**src/sv/u8d_pkg.sv**
```systemverilog
// Shared types, constants and check helpers for the UTF-8 byte stream decoder.
`timescale 1ns / 1ps
package u8d_pkg;

  localparam int BYTE_W = 8;
  localparam int CP_W   = 21;
  localparam int SEQ_W  = 3;
  localparam int DUE_W  = 3;
  localparam int ERR_W  = 3;

  localparam int QUEUE_DEPTH_DEFAULT = 4;

  localparam logic [CP_W-1:0]  MAX_SCALAR = 21'h10FFFF;
  localparam logic [CP_W-1:0]  SURR_LO    = 21'h00D800;
  localparam logic [CP_W-1:0]  SURR_HI    = 21'h00DFFF;
  localparam logic [1:0]       CONT_TAG   = 2'b10;
  // Sequence index from which a form is always overlong (5 to 8 byte leads).
  localparam logic [SEQ_W-1:0] LONG_FORM_IDX = 3'd3;

  typedef enum logic [ERR_W-1:0] {
    ERR_NONE      = 3'd0,
    ERR_STRAY     = 3'd1,
    ERR_OVERRUN   = 3'd2,
    ERR_MISSING   = 3'd3,
    ERR_OVERLONG  = 3'd4,
    ERR_RANGE     = 3'd5,
    ERR_SURROGATE = 3'd6
  } err_t;

  // One finished sequence on its way from front to back.
  typedef struct packed {
    logic             check;      // value still needs the final checks
    err_t             err;        // error already known when check is low
    logic [SEQ_W-1:0] seq_index;  // continuation count minus one
    logic [CP_W-1:0]  cp;
  } u8d_rec_t;

  // Smallest legal value for 2, 3 and 4 byte forms.
  function automatic logic [CP_W-1:0] min_scalar(input logic [SEQ_W-1:0] idx);
    logic [CP_W-1:0] m;
    case (idx)
      3'd0:    m = 21'h000080;
      3'd1:    m = 21'h000800;
      3'd2:    m = 21'h010000;
      default: m = '0;
    endcase
    return m;
  endfunction

endpackage

```
**src/sv/u8d_front.sv**
```systemverilog
// Front end: accepts bytes, tracks sequence state, emits finished sequences.
`timescale 1ns / 1ps
module u8d_front (
  input  logic                         clk,
  input  logic                         rst,
  input  logic                         byte_valid,
  output logic                         byte_ready,
  input  logic [u8d_pkg::BYTE_W-1:0]   byte_in,
  input  logic                         buffer_last,
  input  logic                         q_full,
  output logic                         push,
  output u8d_pkg::u8d_rec_t            push_rec
);
  import u8d_pkg::*;

  logic [DUE_W-1:0] bytes_due, bytes_due_next;
  logic [SEQ_W-1:0] sequence_index, sequence_index_next;
  logic [CP_W-1:0]  accumulator, accumulator_next;
  logic             accept;
  logic [DUE_W-1:0] lead_due;
  logic [DUE_W-1:0] cont_due;
  logic [CP_W-1:0]  lead_acc;
  logic [CP_W-1:0]  cont_acc;

  assign byte_ready = !q_full;
  assign accept     = byte_valid && byte_ready;

  // Continuation count announced by a lead byte
  always_comb begin
    if (!byte_in[5]) begin
      lead_due = 3'd1;
    end else if (!byte_in[4]) begin
      lead_due = 3'd2;
    end else if (!byte_in[3]) begin
      lead_due = 3'd3;
    end else if (!byte_in[2]) begin
      lead_due = 3'd4;
    end else if (!byte_in[1]) begin
      lead_due = 3'd5;
    end else if (!byte_in[0]) begin
      lead_due = 3'd6;
    end else begin
      lead_due = 3'd7;
    end
  end

  // Payload bits of the lead; long forms gather nothing
  always_comb begin
    case (lead_due)
      3'd1:    lead_acc = {{(CP_W-5){1'b0}}, byte_in[4:0]};
      3'd2:    lead_acc = {{(CP_W-4){1'b0}}, byte_in[3:0]};
      3'd3:    lead_acc = {{(CP_W-3){1'b0}}, byte_in[2:0]};
      default: lead_acc = '0;
    endcase
  end

  assign cont_acc = {accumulator[CP_W-7:0], byte_in[5:0]};
  assign cont_due = bytes_due - 3'd1;

  // Next state and finished-sequence record
  always_comb begin
    bytes_due_next      = bytes_due;
    sequence_index_next = sequence_index;
    accumulator_next    = accumulator;
    push                = 1'b0;
    push_rec            = '0;
    push_rec.err        = ERR_NONE;
    if (accept) begin
      if (bytes_due == '0) begin
        if (!byte_in[7]) begin
          push        = 1'b1;
          push_rec.cp = {{(CP_W-BYTE_W){1'b0}}, byte_in};
        end else if (!byte_in[6]) begin
          push         = 1'b1;
          push_rec.err = ERR_STRAY;
        end else begin
          sequence_index_next = lead_due - 3'd1;
          accumulator_next    = lead_acc;
          if (buffer_last) begin
            bytes_due_next = '0;
            push           = 1'b1;
            push_rec.err   = ERR_OVERRUN;
          end else begin
            bytes_due_next = lead_due;
          end
        end
      end else if (byte_in[7:6] != CONT_TAG) begin
        bytes_due_next = '0;
        push           = 1'b1;
        push_rec.err   = ERR_MISSING;
      end else begin
        accumulator_next = cont_acc;
        bytes_due_next   = cont_due;
        if (cont_due != '0) begin
          if (buffer_last) begin
            bytes_due_next = '0;
            push           = 1'b1;
            push_rec.err   = ERR_OVERRUN;
          end
        end else begin
          push               = 1'b1;
          push_rec.check     = 1'b1;
          push_rec.seq_index = sequence_index;
          push_rec.cp        = cont_acc;
        end
      end
    end
  end

  // Sequence state
  always_ff @(posedge clk) begin
    if (rst) begin
      bytes_due      <= '0;
      sequence_index <= '0;
      accumulator    <= '0;
    end else begin
      bytes_due      <= bytes_due_next;
      sequence_index <= sequence_index_next;
      accumulator    <= accumulator_next;
    end
  end

endmodule

```
**src/sv/u8d_queue.sv**
```systemverilog
// Short FIFO of finished sequences between front and back.
`timescale 1ns / 1ps
module u8d_queue #(
  parameter int DEPTH = u8d_pkg::QUEUE_DEPTH_DEFAULT
) (
  input  logic              clk,
  input  logic              rst,
  input  logic              push,
  input  u8d_pkg::u8d_rec_t push_rec,
  output logic              full,
  input  logic              pop,
  output logic              q_valid,
  output u8d_pkg::u8d_rec_t pop_rec
);
  import u8d_pkg::*;

  localparam int PTR_W = $clog2(DEPTH);
  localparam int CNT_W = $clog2(DEPTH + 1);

  u8d_rec_t         entries [DEPTH];
  logic [PTR_W-1:0] wr_ptr, rd_ptr;
  logic [CNT_W-1:0] count;
  logic             do_push, do_pop;

  assign full    = (count == CNT_W'(DEPTH));
  assign q_valid = (count != '0);
  assign do_push = push && !full;
  assign do_pop  = pop && q_valid;
  assign pop_rec = entries[rd_ptr];

  // Entry storage
  always_ff @(posedge clk) begin
    if (do_push) begin
      entries[wr_ptr] <= push_rec;
    end
  end

  // Pointers and fill count
  always_ff @(posedge clk) begin
    if (rst) begin
      wr_ptr <= '0;
      rd_ptr <= '0;
      count  <= '0;
    end else begin
      if (do_push) begin
        wr_ptr <= (wr_ptr == PTR_W'(DEPTH - 1)) ? '0 : wr_ptr + 1'b1;
      end
      if (do_pop) begin
        rd_ptr <= (rd_ptr == PTR_W'(DEPTH - 1)) ? '0 : rd_ptr + 1'b1;
      end
      if (do_push && !do_pop) begin
        count <= count + 1'b1;
      end else if (do_pop && !do_push) begin
        count <= count - 1'b1;
      end
    end
  end

endmodule

```
**src/sv/u8d_back.sv**
```systemverilog
// Back end: final range checks and the result output register.
`timescale 1ns / 1ps
module u8d_back (
  input  logic                        clk,
  input  logic                        rst,
  input  logic                        q_valid,
  input  u8d_pkg::u8d_rec_t           pop_rec,
  output logic                        pop,
  output logic                        result_valid,
  input  logic                        result_ready,
  output logic [u8d_pkg::CP_W-1:0]    code_point,
  output logic [u8d_pkg::ERR_W-1:0]   error
);
  import u8d_pkg::*;

  err_t            chk_err;
  err_t            fin_err;
  logic [CP_W-1:0] fin_cp;

  assign pop = q_valid && (!result_valid || result_ready);

  // Overlong, range and surrogate checks, in that order
  always_comb begin
    if (pop_rec.seq_index >= LONG_FORM_IDX || pop_rec.cp < min_scalar(pop_rec.seq_index)) begin
      chk_err = ERR_OVERLONG;
    end else if (pop_rec.cp > MAX_SCALAR) begin
      chk_err = ERR_RANGE;
    end else if (pop_rec.cp >= SURR_LO && pop_rec.cp <= SURR_HI) begin
      chk_err = ERR_SURROGATE;
    end else begin
      chk_err = ERR_NONE;
    end
  end

  assign fin_err = pop_rec.check ? chk_err : pop_rec.err;
  assign fin_cp  = (fin_err == ERR_NONE) ? pop_rec.cp : '0;

  // Output valid flag
  always_ff @(posedge clk) begin
    if (rst) begin
      result_valid <= 1'b0;
    end else if (pop) begin
      result_valid <= 1'b1;
    end else if (result_ready) begin
      result_valid <= 1'b0;
    end
  end

  // Output payload
  always_ff @(posedge clk) begin
    if (pop) begin
      code_point <= fin_cp;
      error      <= ERR_W'(fin_err);
    end
  end

endmodule

```
**src/sv/utf8_byte_stream_decoder_top.sv**
```systemverilog
// Top level of the UTF-8 byte stream decoder.
// Usage:
//   Byte channel: byte_valid/byte_ready with byte_in and buffer_last, one byte per
//   transaction; buffer_last marks the final byte of a buffer.
//   Result channel: result_valid/result_ready with code_point and error, one
//   transaction per finished sequence (ASCII byte, completed multi-byte form,
//   or error). code_point is zero whenever error is nonzero.
// Result path: the front updates the sequence state and queues the result at the
//   edge that accepts the byte ending its sequence; the back then checks it and
//   loads the output register when that register is empty or being taken.
// Throughput: one byte per cycle while the queue has room, as the front updates
//   its accumulator per byte; bytes that only extend a sequence produce no result.
// Stalls: while result_ready is low, finished sequences collect in a queue of
//   QUEUE_DEPTH entries; byte_ready drops only when that queue is full.
// Reset: rst is synchronous; it returns the decoder to idle, empties the queue
//   and drops result_valid. No result is pending after reset.
`timescale 1ns / 1ps
module utf8_byte_stream_decoder_top #(
  parameter int QUEUE_DEPTH = u8d_pkg::QUEUE_DEPTH_DEFAULT
) (
  input  logic                        clk,
  input  logic                        rst,
  input  logic                        byte_valid,
  output logic                        byte_ready,
  input  logic [u8d_pkg::BYTE_W-1:0]  byte_in,
  input  logic                        buffer_last,
  output logic                        result_valid,
  input  logic                        result_ready,
  output logic [u8d_pkg::CP_W-1:0]    code_point,
  output logic [u8d_pkg::ERR_W-1:0]   error
);
  import u8d_pkg::*;

  logic     q_full;
  logic     push;
  logic     pop;
  logic     q_valid;
  u8d_rec_t push_rec;
  u8d_rec_t pop_rec;

  // Byte intake and sequence tracking
  u8d_front u_front (
    .clk         (clk),
    .rst         (rst),
    .byte_valid  (byte_valid),
    .byte_ready  (byte_ready),
    .byte_in     (byte_in),
    .buffer_last (buffer_last),
    .q_full      (q_full),
    .push        (push),
    .push_rec    (push_rec)
  );

  // Decoupling queue
  u8d_queue #(
    .DEPTH (QUEUE_DEPTH)
  ) u_queue (
    .clk      (clk),
    .rst      (rst),
    .push     (push),
    .push_rec (push_rec),
    .full     (q_full),
    .pop      (pop),
    .q_valid  (q_valid),
    .pop_rec  (pop_rec)
  );

  // Checks and output register
  u8d_back u_back (
    .clk          (clk),
    .rst          (rst),
    .q_valid      (q_valid),
    .pop_rec      (pop_rec),
    .pop          (pop),
    .result_valid (result_valid),
    .result_ready (result_ready),
    .code_point   (code_point),
    .error        (error)
  );

endmodule

```
**config.mk**
```make
export PLATFORM = sky130hd
export DESIGN_NAME = utf8_byte_stream_decoder_top
export DESIGN_NICKNAME = d
export VERILOG_FILES = /design/src/sv/u8d_pkg.sv /design/src/sv/u8d_front.sv /design/src/sv/u8d_queue.sv /design/src/sv/u8d_back.sv /design/src/sv/utf8_byte_stream_decoder_top.sv
export SDC_FILE = /design/constraint.sdc
export NUM_CORES = 1
export LEC_CHECK = 0
export BUFFER_PORTS_ARGS = -buffer_cell sky130_fd_sc_hd__buf_2
export CORE_MARGIN = 1
export CORE_UTILIZATION = 55
export CTS_CLUSTER_SIZE = 40
export DETAILED_ROUTE_END_ITERATION = 7
export PLACE_DENSITY = 0.76
export SYNTH_ARGS = -nofsm -noshare
export SYNTH_HDL_FRONTEND = slang
export SYNTH_SLANG_ARGS = --single-unit
```
**constraint.sdc**
```tcl
create_clock -name clk -period 3.05 [get_ports clk]
set_clock_uncertainty 0.05 [all_clocks]
set_input_delay 0.1525 -clock clk [delete_from_list [all_inputs] [get_ports clk]]
set_output_delay 0.1525 -clock clk [all_outputs]
set_load 0.02 [all_outputs]
```
======== Yosys cells after proc, flatten, opt, wreduce, memory -nomap -nowiden ========
Memories as Yosys holds them, arrays and structs flattened. A register that Yosys moved wholly into a read port is not among the register bits.
Index checks and enable logic that the tools add are counted.
cells by class
  add/subtract/negate cells ............... 6
  $lt $le $gt $ge ......................... 5
  equal/unequal tests ..................... 12
  mux-type cells .......................... 55
  reduce and logical (&&, ||, !) cells .... 23
operators by type and width
  operator                                                                             number
  3-bit two-way mux                                                                    23
  15-bit two-way mux                                                                   4
  17-bit one-hot mux with 3 select lines                                               1
  24-bit two-way mux                                                                   2
  28-bit two-way mux                                                                   1
  21-bit by 16-bit >= comparator with 1-bit output (second input constant)             1
  21-bit > comparator (second input constant)                                          1
  21-bit by 16-bit less-or-equal comparator with 1-bit output (second input constant)  1
  21-bit by 17-bit < comparator with 1-bit output                                      1
  21-bit two-way mux                                                                   1
  1-bit two-way mux                                                                    15
  5-bit one-hot mux with 3 select lines                                                1
  2-bit two-way mux                                                                    6
  3-bit by 2-bit == test with 1-bit output (second input constant)                     3
  3-bit logical NOT                                                                    3
  3-bit by 1-bit subtractor with 3-bit output (second input constant)                  3
  4-bit AND reduction                                                                  2
  1-bit logical AND                                                                    7
  7-bit two-way mux                                                                    1
  3-bit by 1-bit == test with 1-bit output (second input constant)                     2
  2-bit != test (second input constant)                                                3
  3-bit nonzero test                                                                   2
  2-bit by 1-bit adder with 2-bit output (second input constant)                       2
  2-bit == test (second input constant)                                                2
  8 further kinds                                                                      13
word-level totals
  register bits ........................... 53
  RAM bits ................................ 112
  input bits .............................. 13
  output and inout bits ................... 26
  word-level logic and storage cells ...... 111
  memories ................................ 1
memories
  memory           words  bits a word  read ports  clocked after Yosys merged registers in  wr ports  RTL line         RTL
  u_queue.entries  4      28           1           1                                        1         u8d_queue.sv:20  u8d_rec_t entries [DEPTH];

======== Longest topological paths before layout ========
Gate-level depths: netlist of run 1.
  word-level depth ........................ 11
  gate-level depth with buffers ........... 13
  mapped depth without buffers ............ 11

======== By module ========
A second synthesis of run 1 with hierarchy kept.
unflattened totals
  cells, all modules ...................... 462
  area total of the unflattened synthesis .. 7,090.6 sq um
by module, submodules not included
  module     instances  cells each  area an instance (sq um)  sequential area each (sq um)
  u8d_queue  1          196         4,543.1                   3,543.4
  u8d_front  1          180         1,412.6                   420.4
  u8d_back   1          86          1,134.8                   740.7

======== Worst setup path after synthesis of run 1 ========
No wires, ideal clock.
  kind .................................... reg-to-reg
  start ................................... reg with a tool-made name
  end ..................................... reg u_back.code_point[12] (netlist name), data pin
  library setup time ...................... 0.254 ns
  arrival ................................. 3.031 ns
  required time ........................... 2.746 ns
  slack ................................... -0.284 ns
  stages on the path, launching flop included .. 14
  buffers on the path ..................... 3
  clock period less this slack ............ 3.334 ns
  cell sequence ........................... dfxtp_1 > clkbuf_1 > buf_2 > mux4_1 > nor2_1 > nand2_1 > ha_1 > nor2b_1 > a22oi_1 > o41ai_1 > or4b_4 > a31oi_4 > buf_6 > nor2b_1
RTL lines
  what                  RTL line        RTL
  to (signal assigned)  u8d_back.sv:52  code_point <= fin_cp;
  to (decl)             u8d_back.sv:11  output logic [u8d_pkg::CP_W-1:0] code_point,

==> metrics.yaml, run 1 <==
pwr:
  cellLeakagePower_uw: 0.00278
  power.ir.vdd_worst_mv: 0.681
  power.density_cell_area_nw_per_um2: 914
cts:
  cts_max_path_buffers: 2
  worstSkewPairLatency_ns: 0.42
  cts_tree: "yes"
  clock_sink_count: 163
  clk_pin_slew_worst_paths_ns: 0.06
  root_buffer_master: "sky130_fd_sc_hd__clkbuf_16"
  cts_buffers: 17
  htree_num_levels: 4
floorplanning:
  start_util_pct: 56.7
  fp-row-count: 40
  height_of_the_chip_um: 114
  die_area_um2: 12900
  die_width_um: 114
  pin_count: 39
  floorplan.core_area_um2: 12100
timing:
  maxSlewViolCount: 0
  fmax_mhz: 331
  timing.setup.tns_ns: 0
  final_critical_path_time_including_i_o_delays_and_setup_ns: 3.02
  hold_violations: 0
  rsz0062_at_grt: "true"
  timing.slew.headroom_pct: 57.8
  finalCritPeriodShare_pct: 99.0
  tightestPinTransition_ns: 0.627
  setup-violations-final: 0
drt:
  initialDrtViolationCount: 305
  routed-via-count: 3957
  route.detailed.vias_per_inst: 5.57
  route.detailed.wl_per_inst_um: 17.6
  drt_wl_total_um: 12500
  post-route-drc-count: 0
  detailedRoute.firstPassIterationCount: 5
  ant_nets: 0
worst_setup_path:
  worst-endpoint-required_ns: 3.18
  start_kind: "flip-flop"
  critPathTopFamily: "simple AND/OR/NAND/NOR gates"
  cp_slowest_cell: "sky130_fd_sc_hd__mux4_2"
  critical_path_cell_list: "buf_4, buf_4, mux4_2, ha_1, nand2_1, a31oi_1, or4b_4, a31oi_4, buf_12, nor2b_1"
  critPathMaxFanout: 11
  path_common_cell: "sky130_fd_sc_hd__buf_4"
  cp.buffers_inverters: 3
  regToRegSetupSlack_ns: 0.03
  slowest_delay_ns: 0.55
  setup.worst_path.class: "flip-flop to flip-flop"
  worst-endpoint-arrival_ns: 3.15
  critPathCaptureType: "flip-flop"
synth:
  synth_async_sr_flop_share_pct: 0
  synthesis.yosys.warnings: 0
  synth_top_area_share_pct: 57.9
  synth_flop_cell: "sky130_fd_sc_hd__edfxtp_1"
  synthesis.nets: 492
  post-synth-top-area-cell: "sky130_fd_sc_hd__edfxtp_1"
  synth-edff-count: 132
  synth_cell_type_count: 48
  netlist_area_um2: 6840
  yosys_register_bits: 163
  post_synth_main_area_contributors: "sky130_fd_sc_hd__edfxtp_1 (58%), sky130_fd_sc_hd__dfxtp_1 (9.1%), sky130_fd_sc_hd__mux4_2 (4.9%)"
  sequential_cell_area_fraction_in_the_yosys_report_pct: 67.0
  syn_avg_cell_area_um2: 14.8
  synth_cells: 464
final_layout:
  filler_cell_count: 832
  syn2layout_area_growth_pct: 16.4
  antenna-diode-count: 0
  fin_util_pct: 66.1
  seq_area_um2: 4590
  final_net_count: 557
  final_cells: 710
  multi_input_comb_area_um2: 2110
  drive_above_1_share_pct: 23.1
global_routing:
  grt_start_max_net_pins: 30
  grt_first_pass_wirelength_um: 19800
  globalRoute.totalOverflow: 0
  antenna_found_initial: 0
  grt.total_usage_pct: 21.0
  first_global_vias: 3876
worst_hold_path:
  min_path_type: "primary input to flip-flop"
  hold_path_startpoint: "byte_in[5]"
placement:
  dp_cells: 671
  dp_hpwl_um: 8120
  gp_routability_congestion: 0.808
  port-buffer-count: 38
job:
  drv.max_cap_violation_count: 0
outcome:
  run_status: "complete, no violations"
-- Yosys cell counts, types with 2 or more instances --
library cell / count
sky130_fd_sc_hd__buf_2: 2
sky130_fd_sc_hd__nor3b_1: 2
sky130_fd_sc_hd__nor2b_2: 4
sky130_fd_sc_hd__nor2b_1: 22
sky130_fd_sc_hd__o41ai_1: 2
sky130_fd_sc_hd__nand2_1: 32
sky130_fd_sc_hd__inv_1: 13
sky130_fd_sc_hd__nor2_1: 29
sky130_fd_sc_hd__mux4_1: 10
sky130_fd_sc_hd__a21boi_0: 2
sky130_fd_sc_hd__a21o_1: 3
sky130_fd_sc_hd__edfxtp_1: 132
sky130_fd_sc_hd__and3_1: 2
sky130_fd_sc_hd__mux2i_1: 9
sky130_fd_sc_hd__ha_1: 14
sky130_fd_sc_hd__a31oi_1: 2
sky130_fd_sc_hd__clkbuf_1: 15
sky130_fd_sc_hd__mux4_2: 15
sky130_fd_sc_hd__a211oi_1: 2
sky130_fd_sc_hd__a21oi_1: 26
sky130_fd_sc_hd__xor2_1: 3
sky130_fd_sc_hd__nand2b_1: 5
sky130_fd_sc_hd__nor3_1: 9
sky130_fd_sc_hd__or3_1: 2
sky130_fd_sc_hd__dfxtp_1: 31
sky130_fd_sc_hd__nand3_1: 22
sky130_fd_sc_hd__o21ai_0: 6
sky130_fd_sc_hd__and2_1: 26
sky130_fd_sc_hd__buf_6: 3
-- final cells by class --
class	count	area share, %
clock buffers	18	5.39
clock inverters	14	1.68
inverters	13	0.612
multi-input cells	267	26.5
flip-flops and latches	163	57.6
well taps	168	2.64
repair buffers	67	5.61
-- per-stage QoR --
stage	hold WS [ns]	total power, uW	instance area (um2)	worst slack [ns]
CTS	0.0272	7270	7940	0.00590
global placement	0.386	5190	7320	0.0201
global route	0.0624	7600	7970	-0.111
detailed placement	0.393	5260	7320	-0.000255
floorplan	0.250	4590	6860	0.0156
finish	0.0373	7280	7970	0.0292
-- worst register-to-register path, delay by kind of cell (launching register included) --
family	cells	cell delay, ns
AND/OR/NAND/NOR	3	0.70
flip-flops	1	0.37
multiplexers	1	0.55
AO/OA/AOI/OAI	2	0.29
buffers and inverters	3	0.47
adder cells (fa/ha/maj)	1	0.34
-- worst paths after layout --
path | to | depth (start not counted)
max reg2reg | u_back.code_point[4] | 10
min | u_front.accumulator[5] | 3
min reg2reg | u_front.accumulator[9] | 2
max | u_back.code_point[4] | 10
-- cells by family after synthesis --
kind of cell	Yosys count	synth area share, %
adders and majority gates	15	2.85
AOI/OAI and AO/OA	52	4.84
xor gates and xnor gates	4	0.512
buffers and inverters	34	2.23
DFF	163	67.0
muxes	35	10.3
and+or+nand+nor	161	12.3
-- cell usage in the layout, fill, tap and decap left out, types with 2 or more instances in the layout --
| cell | count |
|---|---|
| sky130_fd_sc_hd__nand2_1 | 31 |
| sky130_fd_sc_hd__a21boi_0 | 2 |
| sky130_fd_sc_hd__a211oi_1 | 2 |
| sky130_fd_sc_hd__a21oi_1 | 25 |
| sky130_fd_sc_hd__a31oi_1 | 2 |
| sky130_fd_sc_hd__and2_1 | 26 |
| sky130_fd_sc_hd__or3_1 | 2 |
| sky130_fd_sc_hd__buf_2 | 38 |
| sky130_fd_sc_hd__nand3_1 | 22 |
| sky130_fd_sc_hd__clkinvlp_4 | 5 |
| sky130_fd_sc_hd__o21ai_0 | 6 |
| sky130_fd_sc_hd__dfxtp_1 | 30 |
| sky130_fd_sc_hd__buf_4 | 19 |
| sky130_fd_sc_hd__nor2_1 | 28 |
| sky130_fd_sc_hd__nor3_1 | 9 |
| sky130_fd_sc_hd__dlygate4sd3_1 | 6 |
| sky130_fd_sc_hd__xor2_1 | 3 |
| sky130_fd_sc_hd__inv_6 | 2 |
| sky130_fd_sc_hd__edfxtp_1 | 132 |
| sky130_fd_sc_hd__nor2b_1 | 22 |
| sky130_fd_sc_hd__inv_1 | 13 |
| sky130_fd_sc_hd__mux2i_1 | 9 |
| sky130_fd_sc_hd__clkbuf_16 | 17 |
| sky130_fd_sc_hd__nand2b_1 | 5 |
| sky130_fd_sc_hd__and3_1 | 2 |
| sky130_fd_sc_hd__mux4_1 | 7 |
| sky130_fd_sc_hd__o41ai_1 | 2 |
| sky130_fd_sc_hd__mux4_2 | 18 |
| sky130_fd_sc_hd__buf_6 | 3 |
| sky130_fd_sc_hd__nor3b_1 | 2 |
| sky130_fd_sc_hd__nor2b_2 | 4 |
| sky130_fd_sc_hd__clkinv_4 | 5 |
| sky130_fd_sc_hd__a21oi_2 | 2 |
| sky130_fd_sc_hd__a21o_1 | 3 |
| sky130_fd_sc_hd__ha_1 | 13 |
-- metal layers --
| metal | part of all wire (%) | track usage [%] |
|---|---|---|
| met5 | 0 | 0 |
| met4 | 1.4 | 9.12 |
| met3 | 5.7 | 5.15 |
| met2 | 49 | 33.6 |
| met1 | 44 | 27.4 |
-- repair_timing --
action / CTS / global route
endpoints found under the hold margin: 6 / 0
endpoints found under the setup margin: 22 / 22
hold buffers: 6 / 0
gates resized for setup: 1 / 6
setup buffers: 0 / 1
-- report_power, final --
| part | total, uW | switching, uW | internal (uW) |
|---|---|---|---|
| Clock | 2010 | 879 | 1130 |
| Sequential | 2990 | 128 | 2860 |
| Combinational | 2280 | 1290 | 988 |
| Total | 7280 | 2300 | 4980 |
-- registers in the layout, summed over array words and instances (netlist names), 2 cells and up, named ones only --
signal                  count
u_back.error                3
u_queue.entries           108
u_front.bytes_due           3
u_front.accumulator        15
u_queue.rd_ptr              2
u_queue.count               3
u_back.code_point          21
u_front.sequence_index      3
u_queue.wr_ptr              2
No activity file was read; power rests on OpenSTA's default activity.
==> run 2, diff against run 1 <==
BUFFER_PORTS_ARGS = -buffer_cell sky130_fd_sc_hd__buf_4   (was -buffer_cell sky130_fd_sc_hd__buf_2)
==> run 2 against run 1 <==
  * The flow now finishes with violations (setup timing)
  * Non-clock buffer count shrank 2
  * Worst hold slack lost 0.0053 ns
  * Routed wire length shrank 2.4%
  * Final cell count shrank 0.28%
  * Global-route usage grew 0.067 points
  * Sequential power is essentially flat
  * Core utilization grew 0.88 points
  * Sequential share of layout area shrank 0.76 points
  * Clock-buffer cell count shrank 1
  * Critical path depth is the same
  * First-iteration DRC count shrank 8.5%
  * Largest cell class unchanged
  * Highest routed layer unchanged
==> metrics.yaml, run 2 (same netlist as run 1, synthesis figures left out) <==
timing:
  setup-violations-final: 15  # +15
  finalCritPeriodShare_pct: 101  # +1.7 points
  timing.setup.tns_ns: -0.169  # -0.169 ns
  rsz0062_at_grt: "true"
  maxSlewViolCount: 0  # unchanged
  timing.slew.headroom_pct: 56.5  # -1.3 points
  tightestPinTransition_ns: 0.652  # +0.0246 ns
  hold_violations: 0  # unchanged
  fmax_mhz: 325  # -1.7%
  fin_ws_ns: -0.0228  # -0.0520 ns
  final_critical_path_time_including_i_o_delays_and_setup_ns: 3.07  # +0.0520 ns
final_layout:
  regMostFlops: "u_queue.entries"
  drive_above_1_share_pct: 23.0  # -0.10 points
  layout_commonest_cell: "sky130_fd_sc_hd__edfxtp_1"
  leading_cell_types_in_the_layout_fill_and_taps_excluded: "sky130_fd_sc_hd__edfxtp_1 (132), sky130_fd_sc_hd__buf_4 (56), sky130_fd_sc_hd__nand2_1 (32)"
  final_net_count: 555  # -0.36%
  largest_register_ffs: 108  # unchanged
  antenna-diode-count: 0  # unchanged
  reg_top3: "u_queue.entries: 108 flops, u_back.code_point: 21 flops, u_front.accumulator: 15 flops"
  syn2layout_area_growth_pct: 18.0
outcome:
  violated_checks: "setup timing"
  run_status: "finished, violations left"
worst_setup_path:
  setup.worst_path.class: "flip-flop to flip-flop"
  regToRegSetupSlack_ns: -0.02  # -0.05 ns
  critPathMaxFanout: 15  # +4
  rr_worst_depth: 10  # unchanged
  worst-endpoint-arrival_ns: 3.20  # +0.05 ns
  regToRegEndpoint: "u_back.code_point[2]"
  worst-endpoint-required_ns: 3.18  # about the same
  start_kind: "flip-flop"
  critPathCaptureType: "flip-flop"
pwr:
  p_clk_share_pct: 27.4  # -0.2 points
  cellLeakagePower_uw: 0.00282  # +1.3%
  power.ir.vdd_worst_mv: 0.620  # -8.9%
  internal_power_uw: 5100  # +2.3%
  power.share.switching_pct: 31.1  # -0.53 points
  power.density_cell_area_nw_per_um2: 915  # +0.16%
  power_frac_comb_pct: 32.0  # +0.7 points
  seq_power_share_pct: 40.6  # -0.5 points
  power_switching_uw: 2300  # -0.20%
job:
  drv.max_cap_violation_count: 0  # unchanged
global_routing:
  first_global_vias: 3888  # +0.31%
  globalRoute.totalOverflow: 0  # unchanged
  grt_start_max_net_pins: 30  # unchanged
  grt_first_pass_wirelength_um: 19900  # +0.45%
  grt.total_usage_pct: 21.0  # +0.067 points
  antenna_found_initial: 0  # unchanged
cts:
  cts_tree: "yes"
  clk_pin_slew_worst_paths_ns: 0.06  # about the same
  cts_max_path_buffers: 2  # unchanged
  root_buffer_master: "sky130_fd_sc_hd__clkbuf_16"
  worstSkewPairLatency_ns: 0.43  # about the same
  cts_buffers: 17  # unchanged
  htree_num_levels: 4  # unchanged
  clock_sink_count: 163  # unchanged
drt:
  post-route-drc-count: 0  # unchanged
  detailedRoute.firstPassIterationCount: 4  # -1
  initialDrtViolationCount: 279  # -8.5%
  ant_nets: 0  # unchanged
  route.detailed.vias_per_inst: 5.50  # -1.4%
  routed-via-count: 3892  # -1.6%
  route.detailed.wl_per_inst_um: 17.3  # -2.1%
  drt_wl_total_um: 12200  # -2.4%
worst_hold_path:
  min_path_cells: 3  # unchanged
  whs_endpoint: "u_front.accumulator[5]"
  hold_path_startpoint: "byte_in[5]"
  min_path_type: "primary input to flip-flop"
floorplanning:
  height_of_the_chip_um: 114  # unchanged
  start_util_pct: 56.7  # unchanged
  die_area_um2: 12900  # unchanged
  die_width_um: 114  # unchanged
  pin_count: 39  # unchanged
  floorplan.core_area_um2: 12100  # unchanged
  fp-row-count: 40  # unchanged
placement:
  gp_routability_congestion: 0.842  # +4.2%
  port-buffer-count: 38  # unchanged
  dp_worst_setup_slack_ns: -0.0648  # -0.0646 ns
  dp_hpwl_um: 8070  # -0.55%
[run 2: cell types whose count changed in the layout (fill, tap and decap cells not counted), moves of 2 or more]
cell	change
sky130_fd_sc_hd__buf_2	-38
sky130_fd_sc_hd__buf_4	+37
sky130_fd_sc_hd__buf_6	-3
sky130_fd_sc_hd__buf_12	+2
sky130_fd_sc_hd__clkinvlp_4	-2
sky130_fd_sc_hd__inv_8	+2
[run 2: worst max path at each step]
stage,slack (ns),startpoint,cells after the start,end
after floorplan,0.02,flip-flop,12,u_back.code_point[12]
after global placement,0.03,flip-flop,11,u_back.code_point[10]
after detailed placement,-0.06,flip-flop,11,u_back.code_point[2]
after CTS,-0.02,flip-flop,10,u_back.code_point[2]
after global routing,-0.10,flip-flop,11,u_back.code_point[12]
final,-0.02,flip-flop,10,u_back.code_point[2]
[run 2: repair_timing]
item,in CTS,in global routing
cloned,0,0
hold endpoints to repair,6,0
endpoints found under the setup margin,21,22
resized for setup,1,3
pin swaps,0,0
hold buffers,6,0
buffers inserted,2,1
[run 2: power by group through the flow]
stage / logic [uW] / registers, uW / clock network, uW
global route: 2560 / 3040 / 2150
global placement: 2260 / 3040 / 0
CTS: 2350 / 3010 / 2050
finish: 2370 / 3000 / 2020
detailed placement: 2310 / 3050 / 0
floorplan: 1360 / 3230 / 0
[run 2: cell type report]
class / instances / area, um2
Sequential cell: 163 / 4590
Fill cell: 833 / 3990
Multi-Input combinational cell: 267 / 2110
Timing Repair Buffer: 65 / 541
Clock buffer: 17 / 425
Tap cell: 168 / 210
Clock inverter: 15 / 150
Inverter: 13 / 48.8
[run 2: metrics by stage]
step | area (um2) | hold slack (ns) | std cells | utilization (%) | power, uW
2_1_floorplan | 6860 | 0.250 | 464 | - | 4590
3_3_place_gp | 7410 | 0.384 | 667 | 61.4 | 5300
3_5_place_dp | 7410 | 0.397 | 667 | 61.4 | 5360
4_1_cts | 8060 | 0.0262 | 707 | 66.9 | 7410
5_1_grt | 8080 | 0.0229 | 708 | 67.0 | 7750
6_report | 8080 | 0.0320 | 708 | 67.0 | 7390
[run 2: metal layers]
| metal | GRT usage, % | vias up | share of wire, % |
|---|---|---|---|
| met2 | 34.3 | 101 | 49 |
| met4 | 8.16 | 0 | 1.8 |
| met5 | 0 | - | 0 |
| met3 | 5.37 | 22 | 4.3 |
| li1 | - | 1867 | - |
| met1 | 27.3 | 1902 | 45 |
[run 2: worst max-delay path, stage by stage (launching register included)]
cell and delay [ns]:
sky130_fd_sc_hd__dfxtp_4 0.40, sky130_fd_sc_hd__buf_12 0.16, sky130_fd_sc_hd__mux4_2 0.54, sky130_fd_sc_hd__ha_2 0.22, sky130_fd_sc_hd__nor2b_1 0.12, sky130_fd_sc_hd__a22oi_1 0.10, sky130_fd_sc_hd__o41ai_1 0.26, sky130_fd_sc_hd__or4b_4 0.55
sky130_fd_sc_hd__a31oi_4 0.20, sky130_fd_sc_hd__buf_12 0.16, sky130_fd_sc_hd__nor2b_1 0.06
